--- src/hdl/stereo_widener_haas_crossover_assert.svh ---
// Assertion macros for the stereo widener.
// Included by the top level; expects a clk and rst in the including scope.
`ifndef STEREO_WIDENER_HAAS_CROSSOVER_ASSERT_SVH
`define STEREO_WIDENER_HAAS_CROSSOVER_ASSERT_SVH

// same-cycle implication, idle during reset
`define SWH_ASSERT_NOW(lbl, ante, cons, msg) \
  lbl: assert property (@(posedge clk) disable iff (rst) (ante) |-> (cons)) else $error(msg);

// next-cycle implication, idle during reset
`define SWH_ASSERT_NEXT(lbl, ante, cons, msg) \
  lbl: assert property (@(posedge clk) disable iff (rst) (ante) |=> (cons)) else $error(msg);

`endif

--- src/hdl/swh_pkg.sv ---
// Shared types and constants for the stereo widener.
// No dependencies; imported by the top level, swh_lane and swh_mix.
package swh_pkg;

  localparam int COEF_W    = 25;
  localparam int DELAY_W   = 22;
  localparam int FRAC_W    = 8;
  localparam int DINT_W    = DELAY_W - FRAC_W;
  localparam int GAIN_W    = 16;
  localparam int GAIN_FRAC = 14;
  localparam int CFG_IDX_W = 3;
  localparam int CFG_DATA_W = COEF_W;

  localparam logic [COEF_W-1:0] ONE_Q24 = COEF_W'(1) << 24;

  typedef enum logic [CFG_IDX_W-1:0] {
    REG_EFFECT_ENABLE     = 3'd0,
    REG_DELAY_LEFT_SELECT = 3'd1,
    REG_LOWPASS_COEF      = 3'd2,
    REG_DELAY_AMOUNT      = 3'd3,
    REG_WIDTH_GAIN        = 3'd4
  } cfg_reg_t;

  // strobes from the sequencer to each channel lane
  typedef struct packed {
    logic load;
    logic mul;
    logic upd;
    logic wr;
    logic rd;
  } lane_ctrl_t;

  // strobes from the sequencer to the merge stage
  typedef struct packed {
    logic cap0;
    logic interp;
    logic side;
    logic fin;
  } mix_ctrl_t;

endpackage

--- src/hdl/swh_mix.sv ---
// Merge stage: fractional delay interpolation, mid/side width and output saturation.
// Depends on swh_pkg.
module swh_mix import swh_pkg::*; #(
  parameter int SAMPLE_BITS = 24
) (
  input  logic                          clk,
  input  mix_ctrl_t                     ctrl,
  input  logic                          sel_left,
  input  logic [FRAC_W-1:0]             frac,
  input  logic [GAIN_W-1:0]             width_gain,
  input  logic signed [SAMPLE_BITS:0]   low_l,
  input  logic signed [SAMPLE_BITS:0]   low_r,
  input  logic signed [SAMPLE_BITS-1:0] high_l,
  input  logic signed [SAMPLE_BITS-1:0] high_r,
  input  logic signed [SAMPLE_BITS-1:0] q,
  output logic signed [SAMPLE_BITS-1:0] res_l,
  output logic signed [SAMPLE_BITS-1:0] res_r
);

  localparam int AW2 = SAMPLE_BITS + 11;
  localparam int SW  = SAMPLE_BITS + GAIN_W + 2;
  localparam int BW  = SAMPLE_BITS + 3;
  localparam int TW  = SAMPLE_BITS + GAIN_W + 4;
  localparam logic signed [AW2-1:0] RND8  = AW2'(128);
  localparam logic signed [TW-1:0]  RND15 = TW'(1) << 14;
  localparam logic signed [TW-1:0]  SMAX  = TW'((64'd1 << (SAMPLE_BITS - 1)) - 64'd1);
  localparam logic signed [TW-1:0]  SMIN  = -SMAX - TW'(1);

  logic signed [SAMPLE_BITS-1:0] s0;
  logic signed [SAMPLE_BITS-1:0] hd;
  logic signed [SW-1:0]          side;
  logic signed [BW-1:0]          base;

  logic [FRAC_W:0]               w0;
  logic [FRAC_W:0]               w1;
  logic signed [AW2-1:0]         acc;
  logic signed [AW2-1:0]         acc_rnd;
  logic signed [SAMPLE_BITS-1:0] hl_eff;
  logic signed [SAMPLE_BITS-1:0] hr_eff;
  logic signed [SAMPLE_BITS:0]   dlt;
  logic signed [TW-1:0]          bs;
  logic signed [TW-1:0]          tp;
  logic signed [TW-1:0]          tm;
  logic signed [TW-1:0]          rp;
  logic signed [TW-1:0]          rm;

  // zero fraction puts the whole weight on the nearer tap
  assign w0 = (frac == '0) ? (FRAC_W+1)'(256) : {1'b0, frac};
  assign w1 = (FRAC_W+1)'(256) - w0;

  assign acc     = AW2'(s0) * AW2'($signed({1'b0, w0})) + AW2'(q) * AW2'($signed({1'b0, w1}));
  assign acc_rnd = (acc + RND8) >>> 8;

  assign hl_eff = sel_left ? hd : high_l;
  assign hr_eff = sel_left ? high_r : hd;
  assign dlt    = (SAMPLE_BITS+1)'(hl_eff) - (SAMPLE_BITS+1)'(hr_eff);

  assign bs = TW'(base) <<< GAIN_FRAC;
  assign tp = bs + TW'(side) + RND15;
  assign tm = bs - TW'(side) + RND15;
  assign rp = tp >>> 15;
  assign rm = tm >>> 15;

  always_ff @(posedge clk) begin
    if (ctrl.cap0) begin
      s0 <= q;
    end
    if (ctrl.interp) begin
      hd <= SAMPLE_BITS'(acc_rnd);
    end
    if (ctrl.side) begin
      side <= SW'(dlt) * SW'($signed({1'b0, width_gain}));
      base <= BW'(low_l) + BW'(low_r) + BW'(hl_eff) + BW'(hr_eff);
    end
    if (ctrl.fin) begin
      res_l <= (rp > SMAX) ? SAMPLE_BITS'(SMAX) :
               (rp < SMIN) ? SAMPLE_BITS'(SMIN) : SAMPLE_BITS'(rp);
      res_r <= (rm > SMAX) ? SAMPLE_BITS'(SMAX) :
               (rm < SMIN) ? SAMPLE_BITS'(SMIN) : SAMPLE_BITS'(rm);
    end
  end

endmodule
--- config.mk ---
export PLATFORM = sky130hd
export DESIGN_NAME = swh_mix
export DESIGN_NICKNAME = d
export VERILOG_FILES = /design/src/hdl/stereo_widener_haas_crossover_assert.svh /design/src/hdl/swh_pkg.sv /design/src/hdl/swh_mix.sv
export SDC_FILE = /design/constraint.sdc
export NUM_CORES = 2
export LEC_CHECK = 0
export ABC_AREA = 1
export BUFFER_PORTS_ARGS = -buffer_cell sky130_fd_sc_hd__buf_2
export CELL_PAD_IN_SITES_DETAIL_PLACEMENT = 1
export CELL_PAD_IN_SITES_GLOBAL_PLACEMENT = 1
export CORE_MARGIN = 3
export CORE_UTILIZATION = 40
export CTS_CLUSTER_DIAMETER = 150
export DETAILED_ROUTE_END_ITERATION = 7
export GPL_TIMING_DRIVEN = 0
export HOLD_SLACK_MARGIN = 0.02
export MAX_ROUTING_LAYER = met4
export PLACE_DENSITY = 0.76
export SLEW_MARGIN = 20
export SYNTH_ARGS = -nofsm -noshare
export SYNTH_HDL_FRONTEND = slang
export SYNTH_SLANG_ARGS = --single-unit
--- constraint.sdc ---
create_clock -name clk -period 21.9 [get_ports clk]
set_input_delay 2.19 -clock clk [delete_from_list [all_inputs] [get_ports clk]]
set_output_delay 2.19 -clock clk [all_outputs]
set_load 0.02 [all_outputs]
==> reports/qor.json <==
{
  "synth_edf_count": 165,
  "hold_viol_final": 0,
  "syn-instance-count": 5550,
  "routed_wl_mm": 156,
  "start_point_of_the_worst_min_delay_path": "side[41]",
  "timing.critical_path.slowest_cell_delay_ps": 750,
  "grt_max_degree": 64,
  "grt_pass1_wl_mm": 240,
  "detailedRoute.firstPassIterationCount": 5,
  "final_period_minus_worst_setup_slack_ps": 12660,
  "reg2regPathDepth": 30,
  "layout-area-overhead-vs-synth_pct": 7.92,
  "syn_avg_cell_area_um2": 8.08,
  "vias_per_cell": 5.06,
  "netlist_area_before_placement_mm2": 0.0448,
  "drc": 0,
  "place_hpwl_mm": 140,
  "end_kind": "register",
  "die_h_um": 341,
  "report.final.slew_viol_count": 0,
  "antenna_found_initial": 4,
  "worstReg2RegEnd": "side[40]",
  "r2r_slack_ps": 11650,
  "cts_resized": 0,
  "multi_input_logic_area_mm2": 0.0338,
  "worstSkewPairLatency_ps": 500,
  "first_global_vias": 41000,
  "ys.flop_type": "sky130_fd_sc_hd__edfxtp_1",
  "floorplan.core_area_mm2": 0.111,
  "run_status": "complete, no violations",
  "drt-wirelength-per-cell_um": 21.5,
  "final_cell_count_no_fill": 7282,
  "dieWidth_um": 341,
  "whs_path_depth": 5,
  "clock-skew-final_ps": 21.4,
  "post-cts-setup-buffers": 0,
  "path_clk_slew_ps": 70,
  "cts_max_level": 4,
  "grt_overflow": 0,
  "worst_setup_path_start_kind": "primary input",
  "final_layout_size_suffix_gt1_share_pct": 6.54,
  "postSynth.asyncResetShare_pct": 0,
  "floorplan.die_area_mm2": 0.116,
  "cts_hold_buffers": 0,
  "detail_route.iter0.violations": 2169,
  "critical_path.slowest_cell": "sky130_fd_sc_hd__clkbuf_1",
  "sequential_cell_area_mm2": 0.00495,
  "place_congestion": 0.989,
  "globalRouteTotalUtil_pct": 28.3,
  "maximum_clock_insertion_buffer_count": 2,
  "ys_types": 61,
  "nets": 7171,
  "path_max_fanout": 10,
  "synth_seq_cells": 165,
  "initial_cell_density_of_the_core_pct": 40.4,
  "maxSlewHeadroom_pct": 20.2,
  "yosysSeqAreaShare_pct": 11.1,
  "worst_ep_required_time_ps": 22150,
  "tightest_slew_ps": 1180,
  "design.portCount": 200,
  "rr_startpoint": "hd[1]",
  "cts_tree": "done",
  "detail-route-antenna-nets": 0,
  "fillCellCount": 13600,
  "drv_cap": 0,
  "port-buffer-count": 186,
  "tritoncts_num_sinks": 165,
  "rsz0062_at_grt": "no",
  "cts_root_buffer": "sky130_fd_sc_hd__clkbuf_16",
  "yosysWarningCount": 0,
  "fin_crit_sh_pct": 57.8,
  "tns_ps": 0,
  "numPlacedInstances": 7247,
  "clock.fmax_ghz": 0.0790,
  "std_cell_rows": 122,
  "worst_case_hold_path_end_point": "res_l[23]",
  "timing_worst_setup_path_type": "primary input to register",
  "setup-violations-final": 0,
  "numCtsBuffers": 17,
  "worst_hold_path_type": "register to register",
  "vias": 36800,
  "cp_data_arrival_time_ps": 12900
}
critical path, delay by kind of cell:
kind | cells | cell delay (ps)
adder cells (fa/ha/maj) | 8 | 3930
AND/OR/NAND/NOR | 12 | 3010
buffers and inverters | 9 | 2440
AO/OA/AOI/OAI | 3 | 860
XOR/XNOR | 1 | 420
cell usage in the layout, fill, tap and decap left out, drive strengths merged, types with 9 or more instances in the layout:
| cell | instances |
|---|---|
| a21o | 21 |
| clkbuf | 119 |
| nand4 | 30 |
| nor3 | 27 |
| o21bai | 22 |
| conb | 23 |
| clkinv | 16 |
| buf | 217 |
| inv | 1484 |
| xor2 | 99 |
| edfxtp | 165 |
| nand3 | 178 |
| or2 | 44 |
| xnor2 | 49 |
| a31oi | 11 |
| nor4 | 9 |
| nor2 | 477 |
| nand2 | 1197 |
| ha | 397 |
| a21oi | 171 |
| mux2 | 22 |
| o21ai | 124 |
| fa | 844 |
stage by stage:
stage | area (um2) | setup WS [ps] | hold WS [ps] | util (%)
3_3_place_gp | 47700 | 9320 | 924 | 43.0
6_report | 48400 | 9240 | 952 | 43.6
2_1_floorplan | 44900 | 12140 | 764 | -
3_5_place_dp | 47700 | 9050 | 942 | 43.0
5_1_grt | 48400 | 8830 | 1020 | 43.6
4_1_cts | 48400 | 9500 | 958 | 43.6
sequential cells by signal, summed over array words and instances, names as in the netlist:
name and flops:
hd 24, res_l 24, res_r 24, side 42, base 27, s0 24
kinds of logic after synthesis:
| kind of cell | after synthesis | synth area share, % |
|---|---|---|
| mux | 22 | 0.553 |
| fa+ha+maj | 1241 | 48.8 |
| simple gates | 1973 | 18.0 |
| flops | 165 | 11.1 |
| compound gates | 381 | 4.82 |
| buf+inv | 1619 | 13.8 |
| xor+xnor | 148 | 2.97 |
| other cells | 1 | 0.00837 |
worst max-delay path by stage:
stage                         from  depth (start not counted)  endpoint
after CTS                 sel_left                         34  side[40]
after floorplan           sel_left                         30  side[38]
after global placement    sel_left                         33  side[40]
after global routing      sel_left                         33  side[40]
after detailed placement  sel_left                         33  side[40]
final                     sel_left                         33  side[40]
layout make-up:
type / instances / share of cell area (%)
buffer: 132 / 1.27
inverter: 1487 / 11.5
sequential: 165 / 10.2
multi-input combinational: 3788 / 69.8
tap: 1488 / 3.85
clock inverter: 15 / 0.435
antenna: 3 / 0.0155
clock buffer: 17 / 0.879
timing repair buffer: 187 / 1.99
synth_stat cells (9+ instances only):
library cell               count  area [um2]
sky130_fd_sc_hd__buf_2        13        65.1
sky130_fd_sc_hd__mux2_2       22         248
sky130_fd_sc_hd__buf_6         9         101
sky130_fd_sc_hd__fa_1        844       16900
sky130_fd_sc_hd__nor2_2       12        75.1
sky130_fd_sc_hd__o21ai_0     112         561
sky130_fd_sc_hd__or2_2        37         231
sky130_fd_sc_hd__xor2_1       96         841
sky130_fd_sc_hd__edfxtp_1    165        4950
sky130_fd_sc_hd__nand2_1    1175        4410
sky130_fd_sc_hd__a21oi_1     171         856
sky130_fd_sc_hd__a21o_1       21         158
sky130_fd_sc_hd__xnor2_1      49         429
sky130_fd_sc_hd__ha_1        397        4970
sky130_fd_sc_hd__o21bai_1     21         158
sky130_fd_sc_hd__a31oi_1      11        68.8
sky130_fd_sc_hd__clkbuf_2     13        65.1
sky130_fd_sc_hd__clkinv_1      9        33.8
sky130_fd_sc_hd__clkbuf_1     89         334
sky130_fd_sc_hd__nor3_1       25         125
sky130_fd_sc_hd__inv_1      1473        5530
sky130_fd_sc_hd__nand2_2      21         131
sky130_fd_sc_hd__nand3_1     176         881
sky130_fd_sc_hd__nand4_1      30         188
sky130_fd_sc_hd__nor2_1      463        1740
per-layer routing:
layer	GRT usage, %	wire [um]	vias to the layer above
met1	35.9	66400	18700
met5	-	0	-
met4	9.89	6510	0
met3	4.00	9530	262
met2	46.3	73800	1035
li1	-	-	16800
Power is left out: the tool's default activity adds up to more than one toggle a clock period on the data nets, which glitch-free logic cannot reach.
